===== config.mk =====
export PLATFORM = sky130hd
export DESIGN_NAME = button_switch_debounce_events
export DESIGN_NICKNAME = d
export VERILOG_FILES = /design/src/rtl/bsde_pkg.sv /design/src/rtl/bsde_btn.sv /design/src/rtl/bsde_sw.sv /design/src/rtl/button_switch_debounce_events.sv
export SDC_FILE = /design/constraint.sdc
export NUM_CORES = 1
export LEC_CHECK = 0
export BUFFER_PORTS_ARGS = -buffer_cell sky130_fd_sc_hd__buf_2
export CAP_MARGIN = 0
export CORE_ASPECT_RATIO = 0.8
export CORE_MARGIN = 2
export CORE_UTILIZATION = 55
export CTS_BUF_LIST = sky130_fd_sc_hd__clkbuf_2 sky130_fd_sc_hd__clkbuf_4 sky130_fd_sc_hd__clkbuf_8
export DETAILED_ROUTE_END_ITERATION = 10
export GPL_TIMING_DRIVEN = 0
export PLACE_DENSITY = 0.88
export SYNTH_ARGS = -nofsm -noshare
export SYNTH_HDL_FRONTEND = slang
export SYNTH_SLANG_ARGS = --single-unit

===== constraint.sdc =====
create_clock -name i_clk -period 6 [get_ports i_clk]
set_input_delay 0.6 -clock i_clk [delete_from_list [all_inputs] [get_ports i_clk]]
set_output_delay 0.6 -clock i_clk [all_outputs]
set_load 0.03 [all_outputs]

===== src/rtl/bsde_pkg.sv =====
// Shared types and constants for the button and switch debounce block.
package bsde_pkg;

    // Debounce phase shared by the button and the switch machines.
    typedef enum logic [1:0] {
        PH_IDLE      = 2'd0,
        PH_MAYBE     = 2'd1,
        PH_HELD      = 2'd2,
        PH_MAYBE_OFF = 2'd3
    } t_phase;

    // Port pattern with nothing pressed and no switch on.
    localparam logic [7:0] PINS_RELEASED = 8'hFF;

    // Button bit positions (active low).
    localparam int BTN_PRIMARY   = 7;
    localparam int BTN_SECONDARY = 6;
    localparam int BTN_TERTIARY  = 5;
    localparam int BTN_MOVE      = 4;
    localparam int BTN_SCROLL    = 3;

    // Switch bit positions (active low).
    localparam int SW_SENS   = 0;
    localparam int SW_RAPID  = 1;
    localparam int SW_INV_X  = 2;
    localparam int SW_INV_Y  = 3;

    // Click codes.
    localparam logic [7:0] CLICK_NONE          = 8'h00;
    localparam logic [7:0] CLICK_PRESS_PRI     = 8'h80;
    localparam logic [7:0] CLICK_PRESS_SEC     = 8'h40;
    localparam logic [7:0] CLICK_PRESS_TER     = 8'h20;
    localparam logic [7:0] CLICK_RELEASE_PRI   = 8'h01;
    localparam logic [7:0] CLICK_RELEASE_SEC   = 8'h02;
    localparam logic [7:0] CLICK_RELEASE_TER   = 8'h04;

    // Sensitivity shift amounts.
    localparam logic [2:0] SHIFT_NONE   = 3'd0;
    localparam logic [2:0] SHIFT_COARSE = 3'd3;
    localparam logic [2:0] SHIFT_FINE   = 3'd4;

    // Input word: one sample of both ports.
    typedef struct packed {
        logic [7:0] button_pins;
        logic [7:0] switch_pins;
    } t_in_word;

    // Output word: events and settings after one sample.
    typedef struct packed {
        logic       click_valid;
        logic [7:0] click_code;
        logic       move_enable;
        logic       scroll_enable;
        logic       calibrate_request;
        logic       rapid_fire_active;
        logic       rapid_fire_allowed;
        logic [2:0] sensitivity_shift;
        logic       invert_x_neg;
        logic       invert_y_neg;
    } t_out_word;

    // Settings latched by the switch debouncer.
    typedef struct packed {
        logic       rapid_mode;
        logic [2:0] shift_amount;
        logic       negate_x;
        logic       negate_y;
    } t_sw_settings;

    // Results of the button debouncer for one sample.
    typedef struct packed {
        logic [7:0] click_code;
        logic       move_flag;
        logic       scroll_flag;
        logic       calibrate;
        logic       rapid_armed;
    } t_btn_events;

endpackage


===== src/rtl/bsde_btn.sv =====
// Button debouncer: four-phase machine, click codes and enable toggles.
module bsde_btn (
    input  logic                  i_clk,
    input  logic                  i_rst_n,
    input  logic                  i_step,
    input  logic [7:0]            i_button_pins,
    input  logic                  i_rapid_mode,
    output bsde_pkg::t_btn_events o_events
);

    bsde_pkg::t_phase r_phase, n_phase;
    logic [7:0]       r_held, n_held;
    logic             r_move, n_move;
    logic             r_scroll, n_scroll;
    logic             r_armed, n_armed;
    logic [7:0]       n_code;
    logic             n_calib;
    logic             same;

    assign same = (i_button_pins == r_held);

    // Next phase.
    always_comb begin
        case (r_phase)
            bsde_pkg::PH_IDLE: begin
                n_phase = (i_button_pins != bsde_pkg::PINS_RELEASED) ?
                          bsde_pkg::PH_MAYBE : bsde_pkg::PH_IDLE;
            end
            bsde_pkg::PH_MAYBE: begin
                n_phase = same ? bsde_pkg::PH_HELD : bsde_pkg::PH_IDLE;
            end
            bsde_pkg::PH_HELD: begin
                n_phase = same ? bsde_pkg::PH_HELD : bsde_pkg::PH_MAYBE_OFF;
            end
            bsde_pkg::PH_MAYBE_OFF: begin
                n_phase = same ? bsde_pkg::PH_HELD : bsde_pkg::PH_IDLE;
            end
            default: begin
                n_phase = bsde_pkg::PH_IDLE;
            end
        endcase
    end

    // Held pattern, click codes, flags and rapid fire.
    always_comb begin
        n_held   = r_held;
        n_move   = r_move;
        n_scroll = r_scroll;
        n_armed  = r_armed;
        n_code   = bsde_pkg::CLICK_NONE;
        n_calib  = 1'b0;
        case (r_phase)
            bsde_pkg::PH_IDLE: begin
                if (i_button_pins != bsde_pkg::PINS_RELEASED) begin
                    n_held = i_button_pins;
                end
            end
            bsde_pkg::PH_MAYBE: begin
                // A confirmed press yields the highest-priority press code; in rapid mode primary arms rapid fire.
                if (same) begin
                    if (!i_button_pins[bsde_pkg::BTN_PRIMARY]) begin
                        if (i_rapid_mode) begin
                            n_armed = 1'b1;
                        end else begin
                            n_code = bsde_pkg::CLICK_PRESS_PRI;
                        end
                    end else if (!i_button_pins[bsde_pkg::BTN_SECONDARY]) begin
                        n_code = bsde_pkg::CLICK_PRESS_SEC;
                    end else if (!i_button_pins[bsde_pkg::BTN_TERTIARY]) begin
                        n_code = bsde_pkg::CLICK_PRESS_TER;
                    end
                end
            end
            bsde_pkg::PH_HELD: begin
                n_held = r_held;
            end
            bsde_pkg::PH_MAYBE_OFF: begin
                // A confirmed release decodes the held pattern.
                if (!same) begin
                    n_held = bsde_pkg::PINS_RELEASED;
                    if (!r_held[bsde_pkg::BTN_PRIMARY]) begin
                        n_code  = bsde_pkg::CLICK_RELEASE_PRI;
                        n_armed = 1'b0;
                    end else if (!r_held[bsde_pkg::BTN_SECONDARY]) begin
                        n_code = bsde_pkg::CLICK_RELEASE_SEC;
                    end else if (!r_held[bsde_pkg::BTN_TERTIARY]) begin
                        n_code = bsde_pkg::CLICK_RELEASE_TER;
                    end else if (!r_held[bsde_pkg::BTN_MOVE]) begin
                        n_move  = ~r_move;
                        n_calib = ~r_move;
                    end else if (!r_held[bsde_pkg::BTN_SCROLL]) begin
                        n_scroll = ~r_scroll;
                        n_calib  = ~r_scroll;
                    end
                end
            end
            default: begin
                n_held = r_held;
            end
        endcase
    end

    // State registers advance once per processed word.
    always_ff @(posedge i_clk) begin
        if (!i_rst_n) begin
            r_phase  <= bsde_pkg::PH_IDLE;
            r_held   <= bsde_pkg::PINS_RELEASED;
            r_move   <= 1'b0;
            r_scroll <= 1'b0;
            r_armed  <= 1'b0;
        end else if (i_step) begin
            r_phase  <= n_phase;
            r_held   <= n_held;
            r_move   <= n_move;
            r_scroll <= n_scroll;
            r_armed  <= n_armed;
        end
    end

    assign o_events.click_code  = n_code;
    assign o_events.move_flag   = n_move;
    assign o_events.scroll_flag = n_scroll;
    assign o_events.calibrate   = n_calib;
    assign o_events.rapid_armed = n_armed;

endmodule


===== src/rtl/bsde_sw.sv =====
// Switch debouncer: four-phase machine that latches the switch settings.
module bsde_sw (
    input  logic                   i_clk,
    input  logic                   i_rst_n,
    input  logic                   i_step,
    input  logic [7:0]             i_switch_pins,
    output bsde_pkg::t_sw_settings o_settings_q,
    output bsde_pkg::t_sw_settings o_settings_next
);

    bsde_pkg::t_phase       r_phase, n_phase;
    logic [7:0]             r_held, n_held;
    bsde_pkg::t_sw_settings r_set, n_set;
    bsde_pkg::t_sw_settings decoded;
    logic                   same;

    assign same = (i_switch_pins == r_held);

    // Settings decoded from the current sample.
    always_comb begin
        decoded.shift_amount = i_switch_pins[bsde_pkg::SW_SENS] ?
                               bsde_pkg::SHIFT_COARSE : bsde_pkg::SHIFT_FINE;
        decoded.rapid_mode   = i_switch_pins[bsde_pkg::SW_RAPID];
        decoded.negate_x     = i_switch_pins[bsde_pkg::SW_INV_X];
        decoded.negate_y     = i_switch_pins[bsde_pkg::SW_INV_Y];
    end

    // Next phase.
    always_comb begin
        case (r_phase)
            bsde_pkg::PH_IDLE: begin
                n_phase = same ? bsde_pkg::PH_IDLE : bsde_pkg::PH_MAYBE;
            end
            bsde_pkg::PH_MAYBE: begin
                n_phase = same ? bsde_pkg::PH_HELD : bsde_pkg::PH_IDLE;
            end
            bsde_pkg::PH_HELD: begin
                n_phase = same ? bsde_pkg::PH_HELD : bsde_pkg::PH_MAYBE_OFF;
            end
            bsde_pkg::PH_MAYBE_OFF: begin
                n_phase = same ? bsde_pkg::PH_IDLE : bsde_pkg::PH_HELD;
            end
            default: begin
                n_phase = bsde_pkg::PH_IDLE;
            end
        endcase
    end

    // Held pattern and latched settings.
    always_comb begin
        n_held = r_held;
        n_set  = r_set;
        case (r_phase)
            bsde_pkg::PH_IDLE: begin
                if (!same) begin
                    n_held = i_switch_pins;
                end
            end
            bsde_pkg::PH_MAYBE: begin
                if (same) begin
                    n_set = decoded;
                end
            end
            bsde_pkg::PH_HELD: begin
                if (!same) begin
                    n_held = i_switch_pins;
                end
            end
            bsde_pkg::PH_MAYBE_OFF: begin
                if (same) begin
                    n_set = decoded;
                end
            end
            default: begin
                n_set = r_set;
            end
        endcase
    end

    // State registers advance once per processed word.
    always_ff @(posedge i_clk) begin
        if (!i_rst_n) begin
            r_phase            <= bsde_pkg::PH_IDLE;
            r_held             <= bsde_pkg::PINS_RELEASED;
            r_set.rapid_mode   <= 1'b0;
            r_set.shift_amount <= bsde_pkg::SHIFT_NONE;
            r_set.negate_x     <= 1'b0;
            r_set.negate_y     <= 1'b0;
        end else if (i_step) begin
            r_phase <= n_phase;
            r_held  <= n_held;
            r_set   <= n_set;
        end
    end

    assign o_settings_q    = r_set;
    assign o_settings_next = n_set;

endmodule


===== src/rtl/button_switch_debounce_events.sv =====
// Top level of the button and switch debounce block with its input and output registers.
//
// Each input word is one sample of eight active-low button pins and eight
// active-low switch pins; each sample gives exactly one output word in order.
// A word passes through an input register, is decoded combinationally by both
// debouncers, and lands in an output register, so the block takes one word per
// cycle while the output is not stalled. The result word is valid at the output
// once it is loaded into the output register, after its sample has been accepted.
// The input side stalls only while the output register holds a word that the
// downstream side is stalling. The button debouncer sees the rapid-fire mode
// in force before the same sample's switch latch. After reset both debouncers
// are idle, all flags are clear and the sensitivity shift reads zero until
// the switches first settle.
module button_switch_debounce_events (
    input  logic                i_clk,
    input  logic                i_rst_n,
    input  logic                i_in_valid,
    output logic                o_in_stall,
    input  bsde_pkg::t_in_word  i_in_word,
    output logic                o_out_valid,
    input  logic                i_out_stall,
    output bsde_pkg::t_out_word o_out_word
);

    logic                   r_in_valid;
    bsde_pkg::t_in_word     r_in_word;
    logic                   r_out_valid;
    bsde_pkg::t_out_word    r_out_word;
    bsde_pkg::t_out_word    n_out_word;
    logic                   out_free;
    logic                   step;
    logic                   in_take;
    bsde_pkg::t_btn_events  btn_events;
    bsde_pkg::t_sw_settings sw_q;
    bsde_pkg::t_sw_settings sw_next;

    // Handshake: the output register frees when empty or being taken.
    assign out_free   = !r_out_valid || !i_out_stall;
    assign step       = r_in_valid && out_free;
    assign o_in_stall = r_in_valid && !out_free;
    assign in_take    = i_in_valid && !o_in_stall;

    // Input register.
    always_ff @(posedge i_clk) begin
        if (!i_rst_n) begin
            r_in_valid <= 1'b0;
        end else if (in_take) begin
            r_in_valid <= 1'b1;
        end else if (step) begin
            r_in_valid <= 1'b0;
        end
    end

    always_ff @(posedge i_clk) begin
        if (in_take) begin
            r_in_word <= i_in_word;
        end
    end

    bsde_btn u_btn (
        .i_clk         (i_clk),
        .i_rst_n       (i_rst_n),
        .i_step        (step),
        .i_button_pins (r_in_word.button_pins),
        .i_rapid_mode  (sw_q.rapid_mode),
        .o_events      (btn_events)
    );

    bsde_sw u_sw (
        .i_clk           (i_clk),
        .i_rst_n         (i_rst_n),
        .i_step          (step),
        .i_switch_pins   (r_in_word.switch_pins),
        .o_settings_q    (sw_q),
        .o_settings_next (sw_next)
    );

    // Assemble the output word.
    always_comb begin
        n_out_word.click_valid        = (btn_events.click_code != bsde_pkg::CLICK_NONE);
        n_out_word.click_code         = btn_events.click_code;
        n_out_word.move_enable        = btn_events.move_flag;
        n_out_word.scroll_enable      = btn_events.scroll_flag;
        n_out_word.calibrate_request  = btn_events.calibrate;
        n_out_word.rapid_fire_active  = btn_events.rapid_armed;
        n_out_word.rapid_fire_allowed = sw_next.rapid_mode;
        n_out_word.sensitivity_shift  = sw_next.shift_amount;
        n_out_word.invert_x_neg       = sw_next.negate_x;
        n_out_word.invert_y_neg       = sw_next.negate_y;
    end

    // Output register.
    always_ff @(posedge i_clk) begin
        if (!i_rst_n) begin
            r_out_valid <= 1'b0;
        end else if (out_free) begin
            r_out_valid <= step;
        end
    end

    always_ff @(posedge i_clk) begin
        if (step) begin
            r_out_word <= n_out_word;
        end
    end

    assign o_out_valid = r_out_valid;
    assign o_out_word  = r_out_word;

endmodule

# Word level (Yosys, flattened, before mapping)
# Cells that the tools add are included.
# op_classes
magnitude_cmp	0
eq_ne	11
n_reduce_logical	19
n_mul	0
shifts	0
addsub	0
bitwise_logic	7
div	0
n_mux	48
# ops
operator	count
$mux W8	9
$pmux W8 S2	2
$mux W1	26
$mux W6	3
$eq A8 B8 Y1	2
$eq A2 B2 Y1 const B	4
$ne A8 B8 Y1 const B	1
$pmux W2 S4	1
$reduce_bool A8 Y1	1
$not A1 Y1	7
$mux W2	3
$mux W3	2
$pmux W2 S3	1
$reduce_or A2 Y1	3
$reduce_or A5 Y1	1
$eq A2 B1 Y1 const B	2
$logic_not A1 Y1	4
$logic_not A2 Y1	2
$reduce_and A4 Y1	1
$reduce_bool A2 Y1	2
$logic_and A1 B1 Y1	3
$reduce_and A3 Y1	1
$ne A2 B1 Y1 const B	1
$ne A2 B2 Y1 const B	1
2 further kinds	2
# word_totals
in_bits	20
n_memories	0
ff_bits	66
mem_bits_rw	0
latchBits	0
rom_bits	0
out_inout_bits	21

# Longest topological paths before layout
# depth
depth_word	8
depth_mapped	7
depth_no_buf	7

# Cells and area by module
# Synthesis repeated with hierarchy kept, for this count alone.
# unflattened
cells_unflattened	234
area_unflattened_um2	2788.9
# by_module_without_submodules
mod	cells_each	seq_area_each_um2	n_inst	area_each_um2
button_switch_debounce_events	46	1091.0	1	1151.1
bsde_btn	102	260.2	1	872.1
bsde_sw	86	300.3	1	765.7

# Worst setup path before layout
# Ideal clock, no wire load.
# synth_path
kind	in2reg
start	in i_out_stall
end	reg r_in_word[0] (netlist bit), enable pin
setup_time_ns	0.390
arrival_time_ns	1.692
setup_slack_ns	3.918
t_required_ns	5.610
path_stages	2
path_cell_list	and3_1 -> nor2b_1
# synth_between
elab_chain_len	6
# synth_lines
item	line	rtl
start: declaration	button_switch_debounce_events.sv:21	input logic i_out_stall,
$logic_not A1 Y1	button_switch_debounce_events.sv:38	assign out_free = !r_out_valid || !i_out_stall;
$logic_or A1 B1 Y1	button_switch_debounce_events.sv:38	
$logic_not A1 Y1	button_switch_debounce_events.sv:40	assign o_in_stall = r_in_valid && !out_free;
$logic_and A1 B1 Y1	button_switch_debounce_events.sv:40	
$logic_not A1 Y1	button_switch_debounce_events.sv:41	assign in_take = i_in_valid && !o_in_stall;
$logic_and A1 B1 Y1	button_switch_debounce_events.sv:41	
net in_take	button_switch_debounce_events.sv:32	logic in_take;
end signal: assignment	button_switch_debounce_events.sv:56	r_in_word <= i_in_word;
end: declaration	button_switch_debounce_events.sv:26	bsde_pkg::t_in_word r_in_word;
# The timed path passes the listed nets, and every way through them passes these cells.
# A chain may end at the register's enable or synchronous reset.

==> summary.md <==
| Metric | Value |
|---|---|
| Fraction of post-synthesis cell area in the top cell type by area | 36.9% |
| Routed vias/inst | 5.44 |
| DP Wirelength | 3360 um |
| H-tree levels | 3 |
| Area growth from synthesis to final layout | 16.0% |
| DRT Wirelength | 4950 um |
| Horizontal die dimension | 82.2 um |
| Count of input and output buffers | 37 |
| Die height | 66.5 um |
| Starting Density | 57.8% |
| Sequential cell area fraction in the yosys report | 59.2% |
| DR DRC count | 0 |
| Library cell occupying the most area in the post-synthesis netlist | sky130_fd_sc_hd__edfxtp_1 |
| Most common library cells after synthesis | sky130_fd_sc_hd__edfxtp_1, sky130_fd_sc_hd__dfxtp_1, sky130_fd_sc_hd__nand2_1 |
| Leakage power | 1.19 nW |
| Area of combinational cells with multiple inputs | 1020 um^2 |
| Synth Area per Inst | 11.8 um^2 |
| Number of library cell types mapped by synthesis | 42 |
| Total of flip-flops plus latches after synthesis | 63 |
| Antenna violations before repair | 0 |
| CTS clk-pin slew, worst paths | 70 ps |
| Total negative slack for setup checks | 0 ps |
| R2R depth | 6 |
| Clock Tree Buf Depth | 2 |
| Type of the setup path with the least slack | reg2reg |
| Post-synth EDFFs | 33 |
| Die area | 5470 um^2 |
| Critical path's slowest cell | sky130_fd_sc_hd__mux2_2 |
| All-Layer GR Usage | 21.5% |
| Number of cells on the worst hold path | 1 |
| Core Box Area | 4650 um^2 |
| Number of buffers inserted by post-CTS setup repair | 0 |
| Mapped Area | 2690 um^2 |
| Storage element area | 1590 um^2 |
| Vias in the first global route | 1786 |
| Most repeated cell in the gate-level netlist after synthesis | sky130_fd_sc_hd__edfxtp_1 |
| Result of the run | complete, no violations |
| Clock latency on the worst-skew pair | 340 ps |
| Via count | 1859 |
| Antenna-violating nets left | 0 |
| Endpoint class of the critical path | flip-flop |
| CTS tree | built |
| Hold_sp | i_in_word[6] |
| Instance count of the mapped netlist | 228 |
| Pre-antenna DRT Iters | 4 |
| Relative max-transition margin | 16.3% |
| Average wire per standard cell | 14.5 um |
| Fraction of layout instances using a drive strength above 1 | 24.1% |
| Total number of placement rows | 22 |
| Final antenna diode count | 0 |
| Post-cts resize count | 0 |
| Critical register-to-register path startpoint | r_in_word[0] |
| Post-synthesis async set-or-reset flop share | 0% |
| Iteration-0 DRC Markers | 151 |
| RePlAce Congestion | 0.828 |
| Cell Chain, Critical Path | buf_6, xnor2_2, nand4_2, or2_2, nor2_2, mux2_2 |
| RSZ-0062 raised after global routing | false |
| Startpoint types | flip-flop |
| Clock tree sinks | 63 |
| Total gr overflow | 0 |
| Setup-failing EPs final | 0 |
| Max capacitance violation total | 0 |
| Master cell of the clock root buffer | sky130_fd_sc_hd__clkbuf_8 |
| Critical Path Source | r_in_word[0] |
| Clock skew after layout | 7.01 ps |
| Critical Path Max Stage Delay | 390 ps |
| Count of boundary I/O pins | 41 |
| Fin crit period | 2120 ps |
| Pin count of the biggest net entering global routing | 23 |
| Count of synthesis-stage warnings from yosys | 0 |
| Power density cells | 282 nW/um^2 |
| CP max FO | 8 |
| Biggest area contributors in the synthesized netlist | sky130_fd_sc_hd__edfxtp_1, sky130_fd_sc_hd__dfxtp_1, sky130_fd_sc_hd__xnor2_1, sky130_fd_sc_hd__mux2i_1, sky130_fd_sc_hd__ha_1 |
| First-pass GRT wire length | 8310 um |
| Worst Path Required | 6080 ps |
| End-of-flow core utilization | 67.1% |
| Worst EP arrival | 2200 ps |
| Number of filler cells placed in the layout | 363 |
| VDD IR-drop max | 0.220 mV |
| Final Max Slew Viols | 0 |
| Max Fclk | 472 MHz |
| CTS Hold Buffers Added | 0 |
| Period utilisation layout | 35.3% |
| Final #Nets | 303 |
| Predominant post-synthesis flop cell | sky130_fd_sc_hd__edfxtp_1 |
| Final Hold Fails | 0 |
| Worst hold-check path type | in2reg |
| Cts bufs inserted | 9 |
| Worst Max-Slew Pin Slew | 1250 ps |
==> layout by cell type, fill, tap and decap left out, types with 3 or more instances in the layout <==
cell type / netlist / layout
sky130_fd_sc_hd__mux2i_1: 8 / 8
sky130_fd_sc_hd__clkbuf_1: 5 / 5
sky130_fd_sc_hd__buf_2: 2 / 39
sky130_fd_sc_hd__nor2_1: 6 / 6
sky130_fd_sc_hd__o31ai_1: 3 / 3
sky130_fd_sc_hd__o21ai_0: 15 / 15
sky130_fd_sc_hd__xnor2_1: 15 / 15
sky130_fd_sc_hd__mux2_2: 5 / 5
sky130_fd_sc_hd__ha_1: 6 / 6
sky130_fd_sc_hd__clkbuf_8: 0 / 9
sky130_fd_sc_hd__edfxtp_1: 33 / 33
sky130_fd_sc_hd__o22a_1: 8 / 8
sky130_fd_sc_hd__dfxtp_1: 30 / 30
sky130_fd_sc_hd__a21oi_1: 3 / 3
sky130_fd_sc_hd__nand3_1: 12 / 12
sky130_fd_sc_hd__clkbuf_4: 0 / 4
sky130_fd_sc_hd__nand4_1: 4 / 4
sky130_fd_sc_hd__nor2b_1: 7 / 7
sky130_fd_sc_hd__nand2_1: 19 / 19
sky130_fd_sc_hd__inv_1: 8 / 8
sky130_fd_sc_hd__nor3_1: 8 / 8
==> where the power goes <==
group	switching [W]	internal [W]	leakage, nW
Clock	0.000146	0.000165	0.0902
Combinational	0.0000496	0.0000309	0.534
Sequential	0.0000142	0.000474	0.562
Total	0.000209	0.000669	1.19
==> worst paths after layout <==
kind	to	slack [ps]
worst max-delay path	o_out_word[5]	3880
worst min-delay path	r_in_word[6]	430
worst max register to register	o_out_word[5]	3880
worst min register to register	u_btn.r_held[2]	480
==> state kept, by name, summed over array words and instances, names as in the netlist, named ones only <==
signal,cells
u_btn.r_move,1
r_in_valid,1
u_sw.r_phase,1
o_out_word,17
u_btn.r_phase,1
u_btn.r_held,8
u_btn.r_armed,1
r_in_word,16
u_btn.r_scroll,1
u_sw.o_settings_q,6
o_out_valid,1
u_sw.r_held,8
==> routing by layer <==
| metal | vias up | global-route usage (%) | part of all wire [%] |
|---|---|---|---|
| li1 | 919 | - | - |
| met1 | 865 | 27.2 | 45 |
| met2 | 71 | 33.2 | 46 |
| met3 | 4 | 9.89 | 8.0 |
| met4 | 0 | 6.25 | 0.81 |
| met5 | - | 0 | 0 |
==> worst max-delay path: cells and delay by family, from the launching register on <==
kind / cells / cell delay (ps)
and+or+nand+nor: 3 / 800
xor gates and xnor gates: 1 / 140
muxes: 1 / 390
buffers and inverters: 1 / 150
DFF: 1 / 380
==> logic make-up after synthesis <==
family / after synthesis / share of synthesized area [%]
AO/OA/AOI/OAI: 37 / 9.12
multiplexers: 13 / 5.07
flip-flops: 63 / 59.2
other: 1 / 0.139
adder cells (fa/ha/maj): 6 / 2.79
AND/OR/NAND/NOR: 73 / 14.7
XOR/XNOR: 17 / 5.82
buffers and inverters: 18 / 3.16
==> stage by stage <==
step                      hold slack [ps]  total power [W]  setup WS [ps]  cell area, um^2  instances
after floorplan                       458         0.000552           3920             2690        229
after global placement                466         0.000572           3720             2950        326
after detailed placement              473         0.000576           3690             2950        326
after CTS                             418         0.000883           3860             3120        342
after global routing                  409         0.000921           3770             3120        342
final                                 433         0.000879           3880             3120        342
==> layout make-up <==
class                      instances  share of cell area, %
buffer                            10                   1.76
clock inverter                     3                  0.401
timing repair buffer              37                   5.94
clock buffer                      13                   4.93
inverter                           8                  0.963
sequential                        63                   51.0
multi-input combinational        148                   32.6
tap                               60                   2.41
No activity file was read; power rests on OpenSTA's default activity.
